### config.mk
export PLATFORM = sky130hd
export DESIGN_NAME = grm_ctrl
export DESIGN_NICKNAME = d
export VERILOG_FILES = /design/src/grm_pkg.sv /design/src/grm_ctrl.sv
export SDC_FILE = /design/constraint.sdc
export NUM_CORES = 1
export LEC_CHECK = 0
export BUFFER_PORTS_ARGS = -buffer_cell sky130_fd_sc_hd__buf_2
export CAP_MARGIN = 30
export CORE_UTILIZATION = 47
export CTS_CLUSTER_DIAMETER = 150
export DETAILED_ROUTE_END_ITERATION = 16
export PLACE_DENSITY = 0.78
export SETUP_SLACK_MARGIN = 0.2
export SLEW_MARGIN = 5
export SYNTH_ARGS = -nofsm -noshare
export SYNTH_HDL_FRONTEND = slang
export SYNTH_SLANG_ARGS = --single-unit
### constraint.sdc
create_clock -name clk -period 1.6 [get_ports clk]
set_input_delay 0.32 -clock clk [delete_from_list [all_inputs] [get_ports clk]]
set_output_delay 0.32 -clock clk [all_outputs]
set_load 0.02 [all_outputs]
### src/grm_pkg.sv
// ----------------------------------------------------------------------------
// grm_pkg
// Types and constants shared by the grid ray marcher modules.
// ----------------------------------------------------------------------------
package grm_pkg;

	// input word: map write or ray cast
	typedef struct packed {
		logic        operation;
		logic [5:0]  cell_x;
		logic [5:0]  cell_y;
		logic        cell_open;
		logic [31:0] player_x;
		logic [31:0] player_y;
		logic [15:0] heading;
		logic [11:0] column;
	} item_t;

	// result word: one per cast
	typedef struct packed {
		logic [11:0] ray_column;
		logic [31:0] distance;
		logic [31:0] hit_x;
		logic [31:0] hit_y;
		logic [5:0]  hit_cell_x;
		logic [5:0]  hit_cell_y;
		logic [1:0]  status;
	} result_t;

	localparam logic OP_WRITE = 1'b0;
	localparam logic OP_CAST  = 1'b1;

	localparam logic [1:0] ST_WALL    = 2'd0;
	localparam logic [1:0] ST_OUTSIDE = 2'd1;
	localparam logic [1:0] ST_LIMIT   = 2'd2;

	// configuration register indexes
	localparam int CFG_IDX_W = 3;
	localparam logic [CFG_IDX_W-1:0] REG_OFFSET_X       = 3'd0;
	localparam logic [CFG_IDX_W-1:0] REG_OFFSET_Y       = 3'd1;
	localparam logic [CFG_IDX_W-1:0] REG_CELL_WIDTH     = 3'd2;
	localparam logic [CFG_IDX_W-1:0] REG_CELL_HEIGHT    = 3'd3;
	localparam logic [CFG_IDX_W-1:0] REG_MAP_COLUMNS    = 3'd4;
	localparam logic [CFG_IDX_W-1:0] REG_MAP_ROWS       = 3'd5;
	localparam logic [CFG_IDX_W-1:0] REG_SCREEN_COLUMNS = 3'd6;

	// quarter sine polynomial, Q30
	localparam logic [30:0] SIN_A = 31'd1686629713;
	localparam logic [29:0] SIN_B = 30'd688904866;
	localparam logic [26:0] SIN_C = 27'd76016977;
	localparam logic [31:0] TWELFTH_TURN = 32'd357913941;
	localparam logic [31:0] QUARTER_TURN = 32'h4000_0000;

	// one 0.1 pixel step in Q16.16: 65536 = 6553*10 + 6
	localparam logic [12:0] DIST_INC = 13'd6553;
	localparam logic [3:0]  FRAC_INC = 4'd6;
	localparam logic [3:0]  FRAC_START = 4'd5;

	// bit-serial divider size
	localparam int DIV_N_W = 44;
	localparam int DIV_D_W = 26;

	typedef enum logic [1:0] {DIV_ANG, DIV_X, DIV_Y} div_sel_t;

	typedef enum logic [2:0] {
		MUL_NONE, MUL_UU, MUL_CU2, MUL_BU2, MUL_AU, MUL_KX, MUL_KY
	} mul_op_t;

	typedef enum logic [4:0] {
		S_IDLE, S_WR_READ, S_WR_WRITE, S_ANG_GO, S_ANG_WAIT, S_TRIG_LOAD,
		S_MUL_U, S_MUL_C, S_MUL_B, S_MUL_A, S_MUL_SAVE, S_K_X, S_K_Y, S_K_SAVE,
		S_DIVX_GO, S_DIVX_WAIT, S_DIVY_GO, S_DIVY_WAIT,
		S_LOOK, S_TEST, S_ADV, S_DELTA, S_MOVE, S_DONE
	} state_t;

	// controller to datapath
	typedef struct packed {
		logic     capture;
		logic     wr_sel;
		logic     map_write;
		logic     div_start;
		div_sel_t div_sel;
		logic     trig_load;
		logic     trig_pass;
		mul_op_t  mul_op;
		logic     trig_save;
		logic     k_save_x;
		logic     k_save_y;
		logic     march_init;
		logic     step_adv;
		logic     step_delta;
		logic     step_move;
		logic     finish;
	} cmd_t;

	// datapath to controller
	typedef struct packed {
		logic div_done;
		logic op_cast;
		logic outside;
		logic wall;
		logic last;
	} stat_t;

endpackage

### src/grm_ctrl.sv
// ----------------------------------------------------------------------------
// grm_ctrl
// Sequencer for map writes, ray setup and the marching step loop.
// ----------------------------------------------------------------------------
module grm_ctrl (
	input  logic           clk,
	input  logic           arst_n,
	input  logic           start,
	input  grm_pkg::stat_t stat,
	output grm_pkg::cmd_t  cmd,
	output logic           busy,
	output logic           result_valid
);
	grm_pkg::state_t state_q, state_d;
	logic            pass_q, pass_d;

	// next state
	always_comb begin
		state_d = state_q;
		pass_d  = pass_q;
		case (state_q)
			grm_pkg::S_IDLE: begin
				if (start) begin
					state_d = stat.op_cast ? grm_pkg::S_ANG_GO : grm_pkg::S_WR_READ;
				end
			end
			grm_pkg::S_WR_READ:  state_d = grm_pkg::S_WR_WRITE;
			grm_pkg::S_WR_WRITE: state_d = grm_pkg::S_IDLE;
			grm_pkg::S_ANG_GO:   state_d = grm_pkg::S_ANG_WAIT;
			grm_pkg::S_ANG_WAIT: begin
				if (stat.div_done) begin
					state_d = grm_pkg::S_TRIG_LOAD;
					pass_d  = 1'b0;
				end
			end
			grm_pkg::S_TRIG_LOAD: state_d = grm_pkg::S_MUL_U;
			grm_pkg::S_MUL_U:     state_d = grm_pkg::S_MUL_C;
			grm_pkg::S_MUL_C:     state_d = grm_pkg::S_MUL_B;
			grm_pkg::S_MUL_B:     state_d = grm_pkg::S_MUL_A;
			grm_pkg::S_MUL_A:     state_d = grm_pkg::S_MUL_SAVE;
			grm_pkg::S_MUL_SAVE: begin
				state_d = pass_q ? grm_pkg::S_K_X : grm_pkg::S_TRIG_LOAD;
				pass_d  = 1'b1;
			end
			grm_pkg::S_K_X:       state_d = grm_pkg::S_K_Y;
			grm_pkg::S_K_Y:       state_d = grm_pkg::S_K_SAVE;
			grm_pkg::S_K_SAVE:    state_d = grm_pkg::S_DIVX_GO;
			grm_pkg::S_DIVX_GO:   state_d = grm_pkg::S_DIVX_WAIT;
			grm_pkg::S_DIVX_WAIT: begin
				if (stat.div_done) begin
					state_d = grm_pkg::S_DIVY_GO;
				end
			end
			grm_pkg::S_DIVY_GO:   state_d = grm_pkg::S_DIVY_WAIT;
			grm_pkg::S_DIVY_WAIT: begin
				if (stat.div_done) begin
					state_d = grm_pkg::S_LOOK;
				end
			end
			grm_pkg::S_LOOK: state_d = grm_pkg::S_TEST;
			grm_pkg::S_TEST: begin
				if (stat.outside || stat.wall || stat.last) begin
					state_d = grm_pkg::S_DONE;
				end else begin
					state_d = grm_pkg::S_ADV;
				end
			end
			grm_pkg::S_ADV:   state_d = grm_pkg::S_DELTA;
			grm_pkg::S_DELTA: state_d = grm_pkg::S_MOVE;
			grm_pkg::S_MOVE:  state_d = grm_pkg::S_LOOK;
			grm_pkg::S_DONE:  state_d = grm_pkg::S_IDLE;
			default:          state_d = grm_pkg::S_IDLE;
		endcase
	end

	// decode commands
	always_comb begin
		cmd           = '0;
		cmd.div_sel   = grm_pkg::DIV_ANG;
		cmd.mul_op    = grm_pkg::MUL_NONE;
		cmd.trig_pass = pass_q;
		busy          = 1'b1;
		result_valid  = 1'b0;
		case (state_q)
			grm_pkg::S_IDLE: begin
				busy        = 1'b0;
				cmd.capture = start;
			end
			grm_pkg::S_WR_READ:  cmd.wr_sel = 1'b1;
			grm_pkg::S_WR_WRITE: cmd.map_write = 1'b1;
			grm_pkg::S_ANG_GO: begin
				cmd.div_start = 1'b1;
				cmd.div_sel   = grm_pkg::DIV_ANG;
			end
			grm_pkg::S_ANG_WAIT:  cmd.div_sel = grm_pkg::DIV_ANG;
			grm_pkg::S_TRIG_LOAD: cmd.trig_load = 1'b1;
			grm_pkg::S_MUL_U:     cmd.mul_op = grm_pkg::MUL_UU;
			grm_pkg::S_MUL_C:     cmd.mul_op = grm_pkg::MUL_CU2;
			grm_pkg::S_MUL_B:     cmd.mul_op = grm_pkg::MUL_BU2;
			grm_pkg::S_MUL_A:     cmd.mul_op = grm_pkg::MUL_AU;
			grm_pkg::S_MUL_SAVE:  cmd.trig_save = 1'b1;
			grm_pkg::S_K_X:       cmd.mul_op = grm_pkg::MUL_KX;
			grm_pkg::S_K_Y: begin
				cmd.mul_op   = grm_pkg::MUL_KY;
				cmd.k_save_x = 1'b1;
			end
			grm_pkg::S_K_SAVE: cmd.k_save_y = 1'b1;
			grm_pkg::S_DIVX_GO: begin
				cmd.div_start  = 1'b1;
				cmd.div_sel    = grm_pkg::DIV_X;
				cmd.march_init = 1'b1;
			end
			grm_pkg::S_DIVX_WAIT: cmd.div_sel = grm_pkg::DIV_X;
			grm_pkg::S_DIVY_GO: begin
				cmd.div_start = 1'b1;
				cmd.div_sel   = grm_pkg::DIV_Y;
			end
			grm_pkg::S_DIVY_WAIT: cmd.div_sel = grm_pkg::DIV_Y;
			grm_pkg::S_LOOK:      cmd.div_sel = grm_pkg::DIV_ANG;
			grm_pkg::S_TEST:      cmd.finish = 1'b1;
			grm_pkg::S_ADV:       cmd.step_adv = 1'b1;
			grm_pkg::S_DELTA:     cmd.step_delta = 1'b1;
			grm_pkg::S_MOVE:      cmd.step_move = 1'b1;
			grm_pkg::S_DONE:      result_valid = 1'b1;
			default:              busy = 1'b1;
		endcase
	end

	// hold state
	always_ff @(posedge clk or negedge arst_n) begin
		if (!arst_n) begin
			state_q <= grm_pkg::S_IDLE;
			pass_q  <= 1'b0;
		end else begin
			state_q <= state_d;
			pass_q  <= pass_d;
		end
	end
endmodule

==> results of run 1 <==
cells by family after synthesis:
group	Yosys count	synth area share
flip-flops	6	0.208
XOR/XNOR	1	0.0122
AND/OR/NAND/NOR	57	0.411
buffers and inverters	13	0.0972
AO/OA/AOI/OAI	28	0.271
Yosys cell counts, types with 2 or more instances:
| cell | number | area [um^2] |
|---|---|---|
| nor2_1 | 16 | 60.1 |
| nand2_1 | 12 | 45.0 |
| buf_2 | 8 | 40.0 |
| dfrtp_1 | 6 | 150 |
| nor2b_1 | 6 | 37.5 |
| o21ai_0 | 6 | 30.0 |
| a21oi_1 | 5 | 25.0 |
| nor3_1 | 5 | 25.0 |
| nand2b_1 | 4 | 25.0 |
| nand3_1 | 4 | 20.0 |
| buf_4 | 3 | 22.5 |
| nor4_1 | 2 | 12.5 |
| o22a_1 | 2 | 17.5 |
| o22ai_1 | 2 | 12.5 |
through the flow:
step | std cells | setup WS (ps) | cell area, um^2 | hold WS [ps] | TNS, ps
after floorplan | 105 | 60.3 | 932 | 24.4 | 0
after global placement | 158 | -56.7 | 1180 | 141 | -84.2
after detailed placement | 158 | -81.3 | 1180 | 144 | -225
==> metrics.md, run 1 <==
| Metric | Value |
|---|---|
| Input/output buffers | 28 |
| GP Congestion | 0.785 |
| TritonCTS buffer count | 3 |
| Initial Utilization | 0.527 |
| Die Span X | 41.2 um |
| Run Error | [ERROR DPL-0038] Utilization greater than 100%, impossible to legalize |
| Post-CTS Resized | just under 60 |
| Root Driver | clkbuf_4 |
| Sink Count | 6 |
| Cts hold-fix bufs | 1 |
| Synth warn | 0 |
| Die H | between 40 and 50 um |
| Synthesized area | 721 um^2 |
| Post-synth net total | 113 |
| Site Rows | 13 |
| Max clock buf depth | 2 |
| Clock H-tree levels | 1 |
| Synth Area per Inst | 6.86 um^2 |
| Post-synthesis sequential area ratio | 0.208 |
| Dpl hpwl | 1770 um |
| EDFF count, synth | 0 |
| Ys async rst share | 1.00 |
| Post-CTS Setup Bufs | 15 |
| Yosys cell types | 38 |
| Failed at | clock tree synthesis |
| Post-synthesis register bit count | 6 |
| Main flop type after synthesis | dfrtp_1 |
| Status | aborted with a tool error |
| Ports | 29 |
| Synth Instances | 105 |
==> inputs of run 2 (changes only) <==
Settings changed: CORE_AREA from default to 2 2 63 65, CORE_UTILIZATION 47 to default, CTS_CLUSTER_DIAMETER 150 to default, DIE_AREA from default to 0 0 65 67, PLACE_DENSITY 0.78 to default, PLACE_DENSITY_LB_ADDON from default to 0.15, SETUP_SLACK_MARGIN 0.2 to default.
==> run 2 against run 1 <==
The flow now finishes, with violations (setup timing). Synthesized area is the same. Synthesized cell count is the same.
==> metrics.md, run 2 <==
| Metric | Value |
|---|---|
| Status | complete, but fails checks |
| Failing checks | setup timing |
| Pwr dens | 1980 nW/um^2 |
| Ports | 29 |
| EDFF count, synth | 0 |
| Placed Cells | 199 |
| Max clock buf depth | 2 |
| Commonest cells post-synth | 16 x nor2_1, 12 x nand2_1, 8 x buf_2 |
| WP data arrival | 1450 ps |
| Synth area leader | dfrtp_1 |
| Non-filler cells, final | 212 |
| Clock power frac | 0.074 |
| CORE AREA | roughly 3600 um^2 |
| GP Congestion | 0.769 |
| Initial DRT Pass Iterations | 4 |
| Slew headroom | 0.799 |
| Initial antenna violation count | 0 |
| Vias/cell | between 4 and 5 |
| Comb power frac | 0.795 |
| Slew Viols, Final | 0 |
| Final Critical Period | around 1800 ps |
| Fmax | 564 MHz |
| Post-synthesis sequential area ratio | 0.208 |
| Ys async rst share | 1.00 |
| # diodes | 0 |
| Pin count of the biggest net entering global routing | 9 |
| Die Span X | 65 um |
| Crit Path Max Fanout | 5 |
| Largest family of logic cells by synthesized area | simple AND/OR/NAND/NOR gates |
| RSZ-0062 raised after global routing | yes |
| Synth area leaders | dfrtp_1 21%, nor2_1 8.3%, nand2_1 6.3%, buf_2 5.6%, nor2b_1 5.2% |
| First-pass GRT wire length | 4640 um |
| CP cell instances | buf_4, nor2_4, nand2_2, o22ai_2, buf_6 |
| Crit start category | flip-flop |
| Crit-path leading delay family | flip-flops |
| Most frequent cells in the layout | 34 x buf_4, 21 x buf_6, 10 x buf_2 |
| Die H | 67 um |
| Tot GR Track Use | 0.141 |
| Compound-Gate Fraction of Synth Area | 0.271 |
| Yosys top cell area share | 0.208 |
| Post-Synth XOR/XNOR Area | 0.0122 |
| Final setup fails | 23 |
| Flop pwr share | 0.131 |
| Worst stage delay on the critical path | roughly 460 ps |
| Worst Tran Pin Value | between 300 and 400 ps |
| Buf/Inv on CP | 2 |
| Worst Setup SP | state_q[3] |
| Sw power | 1.43 mW |
| Antenna Nets Post-Route | 0 |
| Worst-skew pair later-pin latency | 220 ps |
| Synth Instances | 105 |
| Final worst path period share | 1.11 |
| Simple logic cell fraction of the synthesized area | 0.411 |
| Drt total wl | between 3000 and 4000 um |
| First-iteration detailed-routing DRC count | 45 |
| Most frequent cell after synthesis | nor2_1 |
| Dpl hpwl | 2020 um |
| Initial Utilization | 0.200 |
| Hold slack | about 390 ps |
| Drt drc | 0 |
| HP Start | stat[4] |
| Mux share of post-synthesis cell area | 0 |
| Max Cap Viol | 0 |
| Adder-cell area share of the yosys netlist | 0 |
| Post-synth net total | 113 |
| Input/output buffers | 28 |
| Congestion Overflow GR | 0 |
| CTS tree | yes |
| Commonest non-fill, non-tap cell in the layout | buf_4 |
| Vias in the first global route | 977 |
| Max IR drop VDD | about 0.00083 V |
| Layout area overhead | 115% |
| Main flop type after synthesis | dfrtp_1 |
| Lkg Pwr | ~0.67 nW |
| Reg with most FFs | state_q |
| Die area | about 4400 um^2 |
| Yosys cell types | 38 |
| Reg2Reg Launch Point | state_q[2] |
| Largest regs | state_q (5), pass_q (1) |
| Hold Crit Class | primary input to flip-flop |
| Pre-CTS setup slack | -118 ps |
| Nets@finish | roughly 170 |
| Synth warn | 0 |
| Clock H-tree levels | 1 |
| Root Driver | clkbuf_8 |
| Clk pin slew, worst setup/hold paths | approximately 40 ps |
| Final Hold Fails | 0 |
| Worst EP required | about 1300 ps |
| Number of flip-flops in the largest register | 5 |
| Post-synthesis register bit count | 6 |
| Site Rows | 22 |
| Sink Count | 6 |
| Layout cells sized above 1 | 0.677 |
| CP endpoint kind | primary output |
| Crit Path Category | flip-flop to primary output |
| Synthesized area | between 700 and 800 um^2 |
| Layout Skew | ~0.95 ps |
| TritonCTS buffer count | 3 |
| Pint | 1.64 mW |
| Critical-path top delay cell | dfrtp_2 |
| Total number of vias | 1025 |
| Synth Area per Inst | 6.86 um^2 |
| Drt wl/cell | about 14 um |
| Final worst slack | -173 ps |
| Sw Ratio | 0.465 |
==> run 2: cell counts after synthesis <==
No cell type changed its count.
==> run 2: cells by family after synthesis <==
| family | count (synthesis) |
|---|---|
| AOI/OAI and AO/OA | 28 |
| xor gates and xnor gates | 1 |
| buffers and inverters | 13 |
| DFF | 6 |
| and+or+nand+nor | 57 |
==> run 2: metrics by stage <==
stage	total power, mW	TNS [ps]	util	cell area (um^2)
final	3.07	-2090	0.431	1550
after global routing	3.29	-3550	0.431	1550
after CTS	2.65	-2310	0.370	1340
after detailed placement	2.05	-926	0.309	1110
after global placement	2.05	-456	0.309	1110
after floorplan	1.37	-52.0	-	756
==> run 2: final cells by class <==
type	count	area, um^2
Fill cell	373	2050
Multi-Input combinational cell	86	712
Timing Repair Buffer	68	579
Sequential cell	6	156
Tap cell	48	60.1
Clock buffer	3	41.3
Inverter	1	3.75
==> run 2: worst paths after layout <==
path	endpoint	slack, ps	depth (start not counted)
setup reg to reg	state_q[1]	-140	6
hold / removal	state_q[3]	390	2
min in group asynchronous	pass_q	450	2
setup / recovery	cmd[15]	-170	5
hold reg to reg	pass_q	590	1
max in group asynchronous	state_q[1]	1000	2
==> run 2: layer usage <==
layer / routed length [um] / track usage / part of all wire / vias to the layer above
met5: 0 / 0 / 0 / -
met4: 23 / 0.0239 / 0.0077 / 0
met3: 196 / 0.0220 / 0.065 / 2
met2: 1570 / 0.259 / 0.52 / 32
met1: 1210 / 0.175 / 0.40 / 496
li1: - / - / - / 495
==> run 2: timing repair <==
action / in CTS / in global routing
endpoints found under the hold margin: 6 / 0
setup buffers: 9 / 2
resized for setup: 38 / 52
pin swaps: 6 / 8
setup endpoints to repair: 24 / 25
hold buffers: 1 / 0
==> run 2: power by group through the flow <==
stage / logic [mW] / registers [mW] / clock network, mW
global route: 2.63 / 0.415 / 0.241
global placement: 1.65 / 0.398 / 0
detailed placement: 1.66 / 0.396 / 0
floorplan: 1.09 / 0.275 / 0
CTS: 2.04 / 0.381 / 0.232
finish: 2.44 / 0.402 / 0.226
(Power assumes the default switching activity.)
